## src/rtl/tpr_pkg.sv

```systemverilog
// Package for the tachometer period-to-speed block.
// Holds the item structs, register indexes, state codes and fixed widths.
// No dependencies.
`default_nettype none

package tpr_pkg;

  localparam int unsigned TICKS_W   = 16;
  localparam int unsigned SPEED_W   = 24;
  localparam int unsigned MS_W      = 32;
  localparam int unsigned STALE_W   = 16;
  localparam int unsigned CFG_IDX_W = 4;
  localparam int unsigned CFG_DAT_W = 24;
  localparam int unsigned QCNT_W    = 5;

  localparam logic [SPEED_W-1:0] SPEED_CONST_RST = 24'd857143;
  localparam logic [STALE_W-1:0] STALE_LIMIT_RST = 16'd250;

  // Register indexes on the configuration port
  localparam logic [CFG_IDX_W-1:0] REG_SPEED_CONSTANT = 4'd0;
  localparam logic [CFG_IDX_W-1:0] REG_STALE_LIMIT    = 4'd1;

  // Input item function codes
  localparam logic FUNC_EDGE = 1'b0;
  localparam logic FUNC_TICK = 1'b1;

  typedef struct packed {
    logic               func;
    logic [TICKS_W-1:0] capture_ticks;
  } tpr_in_t;

  typedef struct packed {
    logic [SPEED_W-1:0] speed_rpm;
    logic               reading_valid;
    logic [MS_W-1:0]    last_edge_ms;
  } tpr_out_t;

  typedef enum logic [1:0] {
    ST_IDLE,
    ST_DIV,
    ST_RESULT
  } tpr_state_t;

endpackage : tpr_pkg

`default_nettype wire

```

## src/rtl/tachometer_period_to_rpm_top.sv

```systemverilog
// Top level of the tachometer: edge/tick sequencer, state and config registers.
// Depends on tpr_pkg and tpr_div.
//
//  channel | direction | handshake          | payload
//  in      | input     | in_valid/in_stall  | tpr_in_t  (func, capture_ticks)
//  out     | output    | out_valid/out_stall| tpr_out_t (speed_rpm, reading_valid,
//          |           |                    |            last_edge_ms)
//  cfg     | input     | cfg_valid/cfg_ready| cfg_index, cfg_wdata
//
// A tick item, or an edge that needs no divide, goes from accept to the result step,
// which loads the result register; the next item is accepted back in idle. An edge
// that divides passes the divide step first (24 divider steps, then the sequencer
// takes the quotient) and the result step loads the result; the next item waits for idle.
// in_stall stays high from accept until the result is loaded; a stalled output
// holds the sequencer in its result step. Reset (rst_n, synchronous) restores
// the register defaults and clears all tracking state. cfg_ready is always high.
`default_nettype none

module tachometer_period_to_rpm_top #(
  parameter int unsigned TIMESTAMP_BITS = 16
) (
  input  wire                             clk,
  input  wire                             rst_n,
  input  wire                             in_valid,
  output logic                            in_stall,
  input  wire tpr_pkg::tpr_in_t           in_data,
  output logic                            out_valid,
  input  wire                             out_stall,
  output tpr_pkg::tpr_out_t               out_data,
  input  wire                             cfg_valid,
  output logic                            cfg_ready,
  input  wire [tpr_pkg::CFG_IDX_W-1:0]    cfg_index,
  input  wire [tpr_pkg::CFG_DAT_W-1:0]    cfg_wdata
);
  import tpr_pkg::*;

  localparam int unsigned TS_W = TIMESTAMP_BITS;

  tpr_state_t state_r, state_nxt;

  logic [SPEED_W-1:0] speed_const_r;
  logic [STALE_W-1:0] stale_limit_r;
  logic [TS_W-1:0]    prev_ts_r, prev_ts_nxt;
  logic [SPEED_W-1:0] held_speed_r, held_speed_nxt;
  logic               seen_r, seen_nxt;
  logic [MS_W-1:0]    ms_r, ms_nxt;
  logic [MS_W-1:0]    edge_ms_r, edge_ms_nxt;
  logic               out_valid_r, out_valid_nxt;
  tpr_out_t           out_data_r, out_data_nxt;

  logic               accept;
  logic               need_div;
  logic               div_start;
  logic               div_done;
  logic [SPEED_W-1:0] div_quot;
  logic               out_free;
  logic               result_load;
  logic [TS_W-1:0]    stamp;
  logic [TS_W-1:0]    delta;
  logic [47:0]        ticks_ext;
  logic [MS_W-1:0]    age;

  assign cfg_ready = 1'b1;

  // timestamp at the configured width, zero-extended past the captured bits
  assign ticks_ext = {32'b0, in_data.capture_ticks};
  assign stamp     = ticks_ext[TS_W-1:0];
  assign delta     = TS_W'(stamp - prev_ts_r);
  assign need_div  = (in_data.func == FUNC_EDGE) && seen_r && (delta != '0);
  assign out_free  = !out_valid_r || !out_stall;

  // next state
  always_comb begin
    state_nxt = state_r;
    unique case (state_r)
      ST_IDLE: begin
        if (in_valid) begin
          state_nxt = need_div ? ST_DIV : ST_RESULT;
        end
      end
      ST_DIV: begin
        if (div_done) begin
          state_nxt = ST_RESULT;
        end
      end
      ST_RESULT: begin
        if (out_free) begin
          state_nxt = ST_IDLE;
        end
      end
      default: state_nxt = ST_IDLE;
    endcase
  end

  // sequencer outputs
  always_comb begin
    in_stall    = 1'b1;
    div_start   = 1'b0;
    result_load = 1'b0;
    unique case (state_r)
      ST_IDLE: begin
        in_stall  = 1'b0;
        div_start = in_valid && need_div;
      end
      ST_DIV: begin
        in_stall = 1'b1;
      end
      ST_RESULT: begin
        result_load = out_free;
      end
      default: in_stall = 1'b1;
    endcase
  end

  assign accept = in_valid && !in_stall;

  tpr_div #(
    .DEN_W(TS_W)
  ) u_div (
    .clk   (clk),
    .rst_n (rst_n),
    .start (div_start),
    .num   (speed_const_r),
    .den   (delta),
    .done  (div_done),
    .quot  (div_quot)
  );

  // tracking state
  always_comb begin
    prev_ts_nxt    = prev_ts_r;
    held_speed_nxt = held_speed_r;
    seen_nxt       = seen_r;
    ms_nxt         = ms_r;
    edge_ms_nxt    = edge_ms_r;
    if (accept) begin
      if (in_data.func == FUNC_TICK) begin
        ms_nxt = ms_r + MS_W'(1);
      end else begin
        prev_ts_nxt = stamp;
        edge_ms_nxt = ms_r;
        seen_nxt    = 1'b1;
      end
    end
    if (state_r == ST_DIV && div_done) begin
      held_speed_nxt = div_quot;
    end
  end

  // result register
  assign age = ms_r - edge_ms_r;

  always_comb begin
    out_data_nxt  = out_data_r;
    out_valid_nxt = out_valid_r && out_stall;
    if (result_load) begin
      out_valid_nxt              = 1'b1;
      out_data_nxt.speed_rpm     = seen_r ? held_speed_r : '0;
      out_data_nxt.reading_valid = seen_r && (age <= {16'b0, stale_limit_r});
      out_data_nxt.last_edge_ms  = edge_ms_r;
    end
  end

  always_ff @(posedge clk) begin
    if (!rst_n) begin
      state_r       <= ST_IDLE;
      speed_const_r <= SPEED_CONST_RST;
      stale_limit_r <= STALE_LIMIT_RST;
      prev_ts_r     <= '0;
      held_speed_r  <= '0;
      seen_r        <= 1'b0;
      ms_r          <= '0;
      edge_ms_r     <= '0;
      out_valid_r   <= 1'b0;
    end else begin
      state_r      <= state_nxt;
      prev_ts_r    <= prev_ts_nxt;
      held_speed_r <= held_speed_nxt;
      seen_r       <= seen_nxt;
      ms_r         <= ms_nxt;
      edge_ms_r    <= edge_ms_nxt;
      out_valid_r  <= out_valid_nxt;
      if (cfg_valid && cfg_ready) begin
        // drop writes to unknown indexes
        if (cfg_index == REG_SPEED_CONSTANT) begin
          speed_const_r <= cfg_wdata[SPEED_W-1:0];
        end else if (cfg_index == REG_STALE_LIMIT) begin
          stale_limit_r <= cfg_wdata[STALE_W-1:0];
        end
      end
    end
    out_data_r <= out_data_nxt;
  end

  assign out_valid = out_valid_r;
  assign out_data  = out_data_r;

endmodule : tachometer_period_to_rpm_top

`default_nettype wire

```

## src/rtl/tpr_div.sv

```systemverilog
// Iterative restoring divider: 24-bit dividend by a DEN_W-bit divisor.
// One quotient bit per cycle; uses tpr_pkg for widths.
`default_nettype none

module tpr_div #(
  parameter int unsigned DEN_W = 16
) (
  input  wire                        clk,
  input  wire                        rst_n,
  input  wire                        start,
  input  wire [tpr_pkg::SPEED_W-1:0] num,
  input  wire [DEN_W-1:0]            den,
  output logic                       done,
  output logic [tpr_pkg::SPEED_W-1:0] quot
);
  import tpr_pkg::*;

  logic                busy_r, busy_nxt;
  logic                done_r, done_nxt;
  logic [QCNT_W-1:0]   cnt_r, cnt_nxt;
  logic [SPEED_W-1:0]  num_r, num_nxt;
  logic [DEN_W-1:0]    rem_r, rem_nxt;
  logic [DEN_W-1:0]    den_r, den_nxt;
  logic [DEN_W:0]      rem_sh;
  logic                ge;
  logic                last_step;

  always_comb begin
    rem_sh    = {rem_r, num_r[SPEED_W-1]};
    ge        = (rem_sh >= {1'b0, den_r});
    last_step = (cnt_r == QCNT_W'(SPEED_W - 1));

    busy_nxt = busy_r;
    done_nxt = 1'b0;
    cnt_nxt  = cnt_r;
    num_nxt  = num_r;
    rem_nxt  = rem_r;
    den_nxt  = den_r;

    if (start) begin
      busy_nxt = 1'b1;
      cnt_nxt  = '0;
      num_nxt  = num;
      rem_nxt  = '0;
      den_nxt  = den;
    end else if (busy_r) begin
      // shift in one dividend bit, subtract when it fits
      rem_nxt = ge ? DEN_W'(rem_sh - {1'b0, den_r}) : rem_sh[DEN_W-1:0];
      num_nxt = {num_r[SPEED_W-2:0], ge};
      cnt_nxt = cnt_r + QCNT_W'(1);
      if (last_step) begin
        busy_nxt = 1'b0;
        done_nxt = 1'b1;
      end
    end
  end

  always_ff @(posedge clk) begin
    if (!rst_n) begin
      busy_r <= 1'b0;
      done_r <= 1'b0;
      cnt_r  <= '0;
    end else begin
      busy_r <= busy_nxt;
      done_r <= done_nxt;
      cnt_r  <= cnt_nxt;
    end
    num_r <= num_nxt;
    rem_r <= rem_nxt;
    den_r <= den_nxt;
  end

  assign done = done_r;
  assign quot = num_r;

endmodule : tpr_div

`default_nettype wire
```

## config.mk

```make
export PLATFORM = sky130hd
export DESIGN_NAME = tachometer_period_to_rpm_top
export DESIGN_NICKNAME = d
export VERILOG_FILES = /design/src/rtl/tpr_pkg.sv /design/src/rtl/tachometer_period_to_rpm_top.sv /design/src/rtl/tpr_div.sv
export SDC_FILE = /design/constraint.sdc
export NUM_CORES = 1
export LEC_CHECK = 0
export BUFFER_PORTS_ARGS = -buffer_cell sky130_fd_sc_hd__buf_2
export CAP_MARGIN = 20
export CORE_ASPECT_RATIO = 2
export CORE_MARGIN = 2
export CORE_UTILIZATION = 45
export DETAILED_ROUTE_END_ITERATION = 12
export PLACE_DENSITY = 0.62
export SYNTH_ARGS = -nofsm -noshare
export SYNTH_HDL_FRONTEND = slang
export SYNTH_SLANG_ARGS = --single-unit
```

## constraint.sdc

```tcl
create_clock -name clk -period 4.6 [get_ports clk]
set_input_delay 0.69 -clock clk [delete_from_list [all_inputs] [get_ports clk]]
set_output_delay 0.69 -clock clk [all_outputs]
set_load 0.01 [all_outputs]
```

; After elaboration in Yosys (flattened, before gate mapping)
; Index checks and enable logic that the tools add are counted.
[totals]
register_bits = 268
in_bits = 50
output_inout_bits = 60
word_cells = 73
[classes]
n_addsub = 5
magnitude_cmp = 2
n_eq_ne = 7
n_mux = 16
n_bitwise = 4
n_reduce_logical = 21
[op_table]
columns = op, count
row1 = $mux W24, 2
row2 = $add A32 B1 Y32 const B, 1
row3 = $le A32 B16 Y1, 1
row4 = $sub A16 B16 Y16, 2
row5 = $sub A32 B32 Y32, 1
row6 = $ge A17 B16 Y1, 1
row7 = $mux W16, 1
row8 = $reduce_bool A16 Y1, 1
row9 = $mux W1, 8
row10 = $mux W2, 4
row11 = $logic_and A1 B1 Y1, 7
row12 = $pmux W2 S3, 1
row13 = $reduce_and A2 Y1, 3
row14 = $reduce_and A3 Y1, 2
row15 = $add A5 B1 Y5 const B, 1
row16 = $eq A5 B5 Y1 const B, 1
row17 = $eq A4 B1 Y1 const B, 1
row18 = $logic_not A4 Y1, 1
row19 = $ne A2 B2 Y1 const B, 2
row20 = $not A1 Y1, 4
row21 = $reduce_or A3 Y1, 1
row22 = $eq A2 B1 Y1 const B, 1
row23 = $eq A2 B2 Y1 const B, 1
row24 = $logic_not A1 Y1, 2
row25 = other kinds (5), 5

; Longest topological paths before layout
; Gate-level depths: netlist of run 1.
[depth]
ltp_word = 6
mapped_depth = 19
depth_no_buf = 19

; Cells and area by module
; Synthesis of run 1 repeated with hierarchy kept, for this count alone.
[unflattened]
hier_cells = 1577
area_unflattened_um2 = 14401.3
[modules_own_cells]
columns = module, instances, cells_each, area_each_um2, seq_area_each_um2
row1 = tachometer_period_to_rpm_top, 1, 1272, 11023.1, 4674.5
row2 = tpr_div, 1, 305, 3378.2, 1661.6

; Worst setup path before layout of run 1
; Ideal clock, no wire load.
[synth_timing]
kind = input to register
start = in in_data[0] in the netlist's numbering
end = reg u_div.num_r[0] (netlist: u_div.quot[0]), enable pin
setup_time_ns = 0.365
arrival_time_ns = 3.699
required_ns = 4.235
path_slack_ns = 0.536
stages = 14
path_buffers = 2
path_cell_list = inv_1 -> ha_1 -> fa_1 -> nor2b_1 -> o31a_1 -> o211ai_1 -> or4b_1 -> a2111o_1 -> nor4_2 -> a41oi_1 -> nor2b_1 -> buf_6 -> buf_6 -> or2_1
[synth_via]
elab_chain_len = 6
[synth_rtl]
columns = item, line_no
row1 = from (decl), tachometer_period_to_rpm_top.sv:26  ; input wire tpr_pkg::tpr_in_t in_data,
row2 = $sub A16 B16 Y16, tachometer_period_to_rpm_top.sv:68  ; assign delta = TS_W'(stamp - prev_ts_r);
row3 = named net delta[6], tachometer_period_to_rpm_top.sv:59  ; logic [TS_W-1:0] delta;
row4 = $reduce_bool A16 Y1, tachometer_period_to_rpm_top.sv:69  ; assign need_div = (in_data.func == FUNC_EDGE) && seen_r && (delta != '0);
row5 = $logic_and A1 B1 Y1, tachometer_period_to_rpm_top.sv:69
row6 = $logic_and A1 B1 Y1, tachometer_period_to_rpm_top.sv:103  ; div_start = in_valid && need_div;
row7 = $mux W1, tachometer_period_to_rpm_top.sv:100  ; unique case (state_r)
row8 = $reduce_bool A2 Y1 (no source line), -
row9 = to (signal assigned), tpr_div.sv:68  ; num_r <= num_nxt;
row10 = to (decl), tpr_div.sv:21  ; logic [SPEED_W-1:0] num_r, num_nxt;
; The timed path passes the listed nets, and every way through them passes these cells.
; A chain may end at the register's enable or synchronous reset.

; Final worst setup path of run 1
[layout_timing]
start = reg ms_r[0]
end = reg out_data_r, in the netlist out_data[32] (data pin)
[layout_via]
elab_chain_len = 3
[layout_rtl]
columns = item, line_no
row1 = from (decl), tachometer_period_to_rpm_top.sv:46  ; logic [MS_W-1:0] ms_r, ms_nxt;
row2 = from (signal assigned), tachometer_period_to_rpm_top.sv:180  ; ms_r <= ms_nxt;
row3 = $sub A32 B32 Y32, tachometer_period_to_rpm_top.sv:151  ; assign age = ms_r - edge_ms_r;
row4 = $le A32 B16 Y1, tachometer_period_to_rpm_top.sv:159  ; out_data_nxt.reading_valid = seen_r && (age <= {16'b0, stale_limit_r});
row5 = $logic_and A1 B1 Y1, tachometer_period_to_rpm_top.sv:159
row6 = to (signal assigned), tachometer_period_to_rpm_top.sv:192  ; out_data_r <= out_data_nxt;
row7 = to (decl), tachometer_period_to_rpm_top.sv:49  ; tpr_out_t out_data_r, out_data_nxt;
; No other way between the ends.

==> impl_metrics.env, run 1 <==
export IMPL_critPathLaunchType="register"
export IMPL_setup_violations=0
export IMPL_ys_flop_type="dfxtp_1"
export IMPL_run_status="completed"
export IMPL_dp_hpwl_um=25300
export IMPL_grt_usage_pct=20.5
export IMPL_die_area_sq_um=33200
export IMPL_power_switching_uw=1710
export IMPL_ant_nets=0
export IMPL_synth_avg_cell_area_sq_um=9.24
export IMPL_crit_type="reg -> reg"
export IMPL_drv_slew=0
export IMPL_numCtsBuffers=25
export IMPL_regArea_sq_um=6340
export IMPL_power_uw=5920
export IMPL_wl_per_cell_um=16.4
export IMPL_fin_setup_tns_ns=0
export IMPL_async_reset_ff_share_pct=0
export IMPL_drt_iter0_markers=445
export IMPL_clkTransAtPathRegs_ns=0.07
export IMPL_intPower_uw=4210
export IMPL_cp_end_kind="register"
export IMPL_root_buffer="clkbuf_16"
export IMPL_p_comb_share_pct=21.1
export IMPL_start_util_pct=45.4
export IMPL_drtPass1Iterations=4
export IMPL_final_hold_viol_count=0
export IMPL_clock_sinks=268
export IMPL_die_w_um=130
export IMPL_crit_arrival_ns=4.71
export IMPL_drive_gt1_share_pct=12.6
export IMPL_cts_tree="yes"
export IMPL_period_share_pct=93.1
export IMPL_yosys_warnings=0
export IMPL_p_sw_share_pct=28.9
export IMPL_multi_input_area_sq_um=7290
export IMPL_synth_sequential_area_ratio_pct=44.4
export IMPL_ctsHoldBuffers=0
export IMPL_syn_area_sq_um=14300
export IMPL_area_growth_pct=12.5
export IMPL_port_buffers=108
export IMPL_leakage_uw=0.00640
export IMPL_max_slew_margin_pct=26.9
export IMPL_n_fill_cell=3021
export IMPL_power_frac_seq_pct=45.3
export IMPL_skew_ns=0.0167
export IMPL_gp_congestion=0.959
export IMPL_synthDistinctLibCells=75
export IMPL_timing_final_crit_period_ns=4.28
export IMPL_syn_inst=1545
export IMPL_synth_edf_count=97
export IMPL_powerDensity_nw_per_um2=369
export IMPL_clk_latency_ns=0.56
export IMPL_placementRows=92
export IMPL_vias=11000
export IMPL_dp_cells=2025
export IMPL_overflow=0
export IMPL_worstMarginPinSlew_ns=1.10
export IMPL_ys_seq_elements=268
export IMPL_rsz0062_at_grt="no"
export IMPL_antenna_found_initial=0
export IMPL_layout_nets=1763
export IMPL_drc=0
export IMPL_die_h_um=256
export IMPL_first_global_vias=10900
export IMPL_grt_max_degree=126
export IMPL_fin_cells=2072
export IMPL_coreArea_sq_um=31400
export IMPL_synth_nets=1678
export IMPL_antennaDiodeCount=0
export IMPL_ioPinCount=110
export IMPL_hold_class="in -> reg"
export IMPL_htreeDepth=1
export IMPL_pwr_share_clk_pct=33.6
export IMPL_fmax_ghz=0.233
export IMPL_vias_per_cell=5.32
export IMPL_clk_path_buf_depth=3
export IMPL_worstPathRequired_ns=5.03
export IMPL_worstPathMaxFanout=5
export IMPL_grt_pass1_wl_um=55300
export IMPL_max_cap_viol_count=0
export IMPL_ir_drop_mv=0.263
export IMPL_detail_route_wirelength_um=34000
cells in the mapped netlist, types with 4 or more instances:
master     number  area [sq um]
nand2b_1       15          93.8
or3_1          17           106
nor2b_1        15          93.8
a21oi_1        65           325
o21ai_0        41           205
a21boi_0      110           826
o31a_1          6          52.6
a211o_1         7          61.3
mux2_4         24           360
nand2_1       286          1070
a31oi_1         4          25.0
and3_1         10          62.6
nor2_1         63           236
o2111ai_1       5          43.8
nor3_1         17          85.1
dfxtp_1       171          3420
xnor2_1        51           447
a211oi_1       19           143
a21o_1         19           143
o21a_1         18           135
or2_2           6          37.5
nand4_1        17           106
nor4_1          7          43.8
and2_1         53           332
xor2_1         13           114
nand3_1        31           155
inv_1         106           398
edfxtp_1       97          2910
nor3b_1         8          60.1
ha_1           80          1000
mux2i_1        16           160
o211ai_1       19           143
buf_6           4          45.0
clkbuf_1       59           221
o31ai_1         4          30.0
o21bai_1        5          37.5
power by group through the flow:
| stage | clock network, uW | registers (uW) | logic, uW |
|---|---|---|---|
| 4_1_cts | 2060 | 2680 | 1250 |
| 6_report | 1990 | 2680 | 1250 |
| 3_3_place_gp | 0 | 2730 | 1230 |
| 5_1_grt | 2150 | 2700 | 1400 |
| 2_1_floorplan | 0 | 2730 | 939 |
| 3_5_place_dp | 0 | 2740 | 1240 |
worst max-delay path, cell delays in order, from the launching register on:
cell	delay, ns
dfxtp_1	0.40
inv_1	0.10
ha_1	0.24
fa_1	0.42
nor2b_1	0.17
o2111ai_1	0.23
a211o_1	0.38
a21o_1	0.19
nand2_1	0.10
xor2_1	0.16
ha_1	0.26
o21a_1	0.17
o21ai_0	0.15
a21oi_1	0.06
o21ai_0	0.17
a32oi_1	0.14
or3_1	0.39
nor4_2	0.25
and4_1	0.19
worst paths after layout:
check / depth (start not counted) / from / to / slack [ns]
setup / recovery: 18 / ms_r[0] / out_data[32] / 0.32
hold reg to reg: 2 / held_speed_r[2] / held_speed_r[2] / 0.46
setup reg to reg: 18 / ms_r[0] / out_data[32] / 0.32
hold / removal: 3 / cfg_wdata[5] / speed_const_r[5] / 0.37
cell type report:
cell class | instances | area share (%)
Multi-Input combinational cell | 1103 | 45.4
Tap cell | 423 | 3.30
Clock inverter | 7 | 0.436
Timing Repair Buffer | 126 | 4.58
Inverter | 106 | 2.48
Clock buffer | 39 | 4.35
Sequential cell | 268 | 39.5
metal layers:
| metal | vias up | GRT usage [%] | wire length (um) |
|---|---|---|---|
| met5 | - | 0 | 0 |
| met4 | 0 | 8.60 | 1400 |
| met3 | 77 | 1.94 | 869 |
| met2 | 174 | 39.1 | 18600 |
| met1 | 5237 | 22.4 | 13100 |
| li1 | 5544 | - | - |
stage by stage:
step	worst slack [ns]	util [%]	instance area (sq um)	hold WS [ns]
2_1_floorplan	0.536	-	14300	0.430
3_3_place_gp	0.338	48.5	15200	0.438
3_5_place_dp	0.291	48.5	15200	0.444
4_1_cts	0.283	51.0	16000	0.352
5_1_grt	0.00556	51.1	16100	0.360
6_report	0.315	51.1	16100	0.374
what timing repair did:
| item | CTS | global route |
|---|---|---|
| gates resized for setup | 0 | 4 |
| endpoints found under the setup margin | 0 | 1 |
| buffers inserted | 0 | 0 |
kinds of logic (layout without fill, tap and decap cells):
family,Yosys count,count (layout),share of synthesized area (%)
other,1,1,0.0263
AOI/OAI and AO/OA,354,354,17.3
buffers and inverters,174,278,4.83
and+or+nand+nor,561,561,18.4
xor gates and xnor gates,64,64,3.93
muxes,40,40,3.65
adders and majority gates,83,83,7.44
DFF,268,268,44.4
layout by cell type, fill, tap and decap left out, drive strengths merged, types with 6 or more instances in the layout:
cell type  netlist  layout
a211o            7       7
a211oi          19      19
a21boi         110     110
a21o            19      19
a21oi           65      65
and2            54      54
and3            10      10
buf              9     126
clkbuf          59      39
dfxtp          171     171
edfxtp          97      97
ha              80      80
inv            106     107
mux2            24      24
mux2i           16      16
nand2          286     286
nand2b          15      15
nand3           31      31
nand4           17      17
nor2            63      63
nor2b           15      15
nor3            17      17
nor3b            8       8
nor4             8       8
o211ai          19      19
o21a            18      18
o21ai           42      42
o31a             6       6
or2              7       7
or3             17      17
xnor2           51      51
xor2            13      13
registers in the layout, summed over array words and instances (netlist names):
signal         cells
edge_ms_r         32
held_speed_r      24
ms_r              32
out_data          57
out_valid          1
prev_ts_r         16
seen_r             1
speed_const_r     24
stale_limit_r     16
state_r            2
u_div.busy_r       1
u_div.cnt_r        5
u_div.den_r       16
u_div.done         1
u_div.quot        24
u_div.rem_r       16
Power figures use the tool's default switching activity.
==> run 2: changes to the inputs <==
--- a/config.mk
+++ b/config.mk
@@ -7,11 +7,14 @@
 export LEC_CHECK = 0
 export BUFFER_PORTS_ARGS = -buffer_cell sky130_fd_sc_hd__buf_2
 export CAP_MARGIN = 20
+export CELL_PAD_IN_SITES_DETAIL_PLACEMENT = 1
+export CELL_PAD_IN_SITES_GLOBAL_PLACEMENT = 2
 export CORE_ASPECT_RATIO = 2
 export CORE_MARGIN = 2
-export CORE_UTILIZATION = 45
+export CORE_UTILIZATION = 40
+export CTS_BUF_LIST = sky130_fd_sc_hd__clkbuf_8
 export DETAILED_ROUTE_END_ITERATION = 12
-export PLACE_DENSITY = 0.62
+export PLACE_DENSITY = 0.82
 export SYNTH_ARGS = -nofsm -noshare
 export SYNTH_HDL_FRONTEND = slang
 export SYNTH_SLANG_ARGS = --single-unit
==> run 2 against run 1 <==
Compared with the run above:
- non-clock buffer count grew 2
- critical endpoint unchanged
- largest power group unchanged
- combinational power grew 3%
- clock power down 6%
- setup slack improved by 0.024 ns
- sequential power about the same
==> impl_metrics.env, run 2 (synthesis gave the netlist of run 1 again) <==
export IMPL_final_common_cell="nand2_1"
export IMPL_critPathLaunchType="register"
export IMPL_die_area_sq_um=37300
export IMPL_numCtsBuffers=41
export IMPL_mostFrequentLayoutCells="nand2_1 (286), dfxtp_1 (170), inv_1 (121)"
export IMPL_port_buffers=108
export IMPL_drc=0
export IMPL_final_hold_viol_count=0
export IMPL_startpoint="edge_ms_r[1]"
export IMPL_die_h_um=271
export IMPL_clk_path_buf_depth=3
export IMPL_fmax_ghz=0.235
export IMPL_setup_violations=0
export IMPL_drive_gt1_share_pct=13.7
export IMPL_largest_register_ffs=57
export IMPL_coreArea_sq_um=35100
export IMPL_clock_sinks=268
export IMPL_drt_iter0_markers=407
export IMPL_timing_final_crit_period_ns=4.26
export IMPL_ioPinCount=110
export IMPL_skew_ns=0.0291
export IMPL_crit_type="reg -> reg"
export IMPL_gp_congestion=0.955
export IMPL_first_global_vias=12100
export IMPL_rsz0062_at_grt="no"
export IMPL_placementRows=97
export IMPL_fin_setup_tns_ns=0
export IMPL_antenna_found_initial=1
export IMPL_cts_tree="yes"
export IMPL_worstPathRequired_ns=5.05
export IMPL_rr_worst_depth=19
export IMPL_detail_route_wirelength_um=39100
export IMPL_crit_arrival_ns=4.71
export IMPL_drtPass1Iterations=5
export IMPL_ir_drop_mv=0.233
export IMPL_run_status="completed"
export IMPL_worstPathMaxFanout=4
export IMPL_overflow=0
export IMPL_max_cap_viol_count=0
export IMPL_htreeDepth=2
export IMPL_max_slew_margin_pct=28.8
export IMPL_area_growth_pct=12.7
export IMPL_cts_resized=0
export IMPL_r2r_end="out_data[32]"
export IMPL_clk_latency_ns=0.60
export IMPL_wl_per_cell_um=18.4
export IMPL_leakage_uw=0.00650
export IMPL_postCtsSetupRepairBufs=0
export IMPL_worstMarginPinSlew_ns=1.07
export IMPL_endpoint="out_data[32]"
export IMPL_grt_max_degree=98
export IMPL_start_util_pct=40.7
export IMPL_grt_pass1_wl_um=63200
export IMPL_ctsHoldBuffers=0
export IMPL_ant_nets=0
export IMPL_root_buffer="clkbuf_8"
export IMPL_die_w_um=138
export IMPL_dp_hpwl_um=29800
export IMPL_layout_nets=1781
export IMPL_worst_hold_slack_ns=0.319
export IMPL_vias_per_cell=5.32
export IMPL_grt_usage_pct=21.5
export IMPL_period_share_pct=92.6
export IMPL_drv_slew=0
export IMPL_powerDensity_nw_per_um2=365
export IMPL_vias=11300
export IMPL_hold_class="in -> reg"
export IMPL_r2r_start="edge_ms_r[1]"
export IMPL_rrSetupSlack_ns=0.34
export IMPL_clkTransAtPathRegs_ns=0.06
export IMPL_cp_end_kind="register"
==> run 2: power by group <==
| group | switching [uW] | internal (uW) |
|---|---|---|
| Combinational | 733 | 558 |
| Clock | 983 | 902 |
| Sequential | 90.8 | 2600 |
==> run 2: area by class of cell <==
cell class	instances	area, sq um
well taps	445	557
diodes	1	2.50
flip-flops and latches	268	6340
fillers	4103	19000
repair buffers	128	734
multi-input cells	1103	7290
clock inverters	32	160
inverters	106	398
clock buffers	44	606
==> run 2: how the worst min path moves through the flow <==
stage	start	to	slack, ns	depth (start not counted)
after global routing	cfg_wdata[16]	speed_const_r[16]	0.30	3
after CTS	cfg_wdata[16]	speed_const_r[16]	0.28	3
after floorplan	edge_ms_r[10]	out_data[10]	0.43	0
final	cfg_wdata[16]	speed_const_r[16]	0.32	3
after global placement	edge_ms_r[2]	out_data[2]	0.44	0
after detailed placement	edge_ms_r[14]	out_data[14]	0.44	0
==> run 2: routing by layer <==
metal | track usage, % | up-vias | wire length, um
li1 | - | 5581 | -
met1 | 22.1 | 5485 | 14400
met2 | 41.9 | 178 | 22000
met3 | 2.57 | 82 | 1070
met4 | 9.71 | 0 | 1730
met5 | 0 | - | 0
==> run 2: critical path, stage by stage (launching register included) <==
cell and delay [ns]:
dfxtp_2 0.37, inv_1 0.05, ha_1 0.26, nor2b_1 0.14
o31a_1 0.29, or4_1 0.40, a31o_2 0.26, a21o_1 0.19
a21oi_2 0.18, xnor2_1 0.15, ha_1 0.27, a21oi_1 0.15
nor2b_1 0.05, o21ai_0 0.15, a21oi_1 0.08, o21ai_0 0.16
a32oi_1 0.13, or3_1 0.39, nor4_2 0.25, and4_1 0.20
==> run 2: per-stage QoR <==
| stage | cell area (sq um) | worst slack, ns | instances | utilization, % | power [uW] |
|---|---|---|---|---|---|
| after detailed placement | 15300 | 0.155 | 2049 | 43.6 | 4030 |
| after CTS | 16100 | 0.141 | 2125 | 45.8 | 5970 |
| after global placement | 15300 | 0.289 | 2049 | 43.6 | 4000 |
| after floorplan | 14300 | 0.536 | 1545 | - | 3670 |
| after global routing | 16100 | 0.0275 | 2127 | 45.8 | 6210 |
| final | 16100 | 0.340 | 2127 | 45.8 | 5870 |
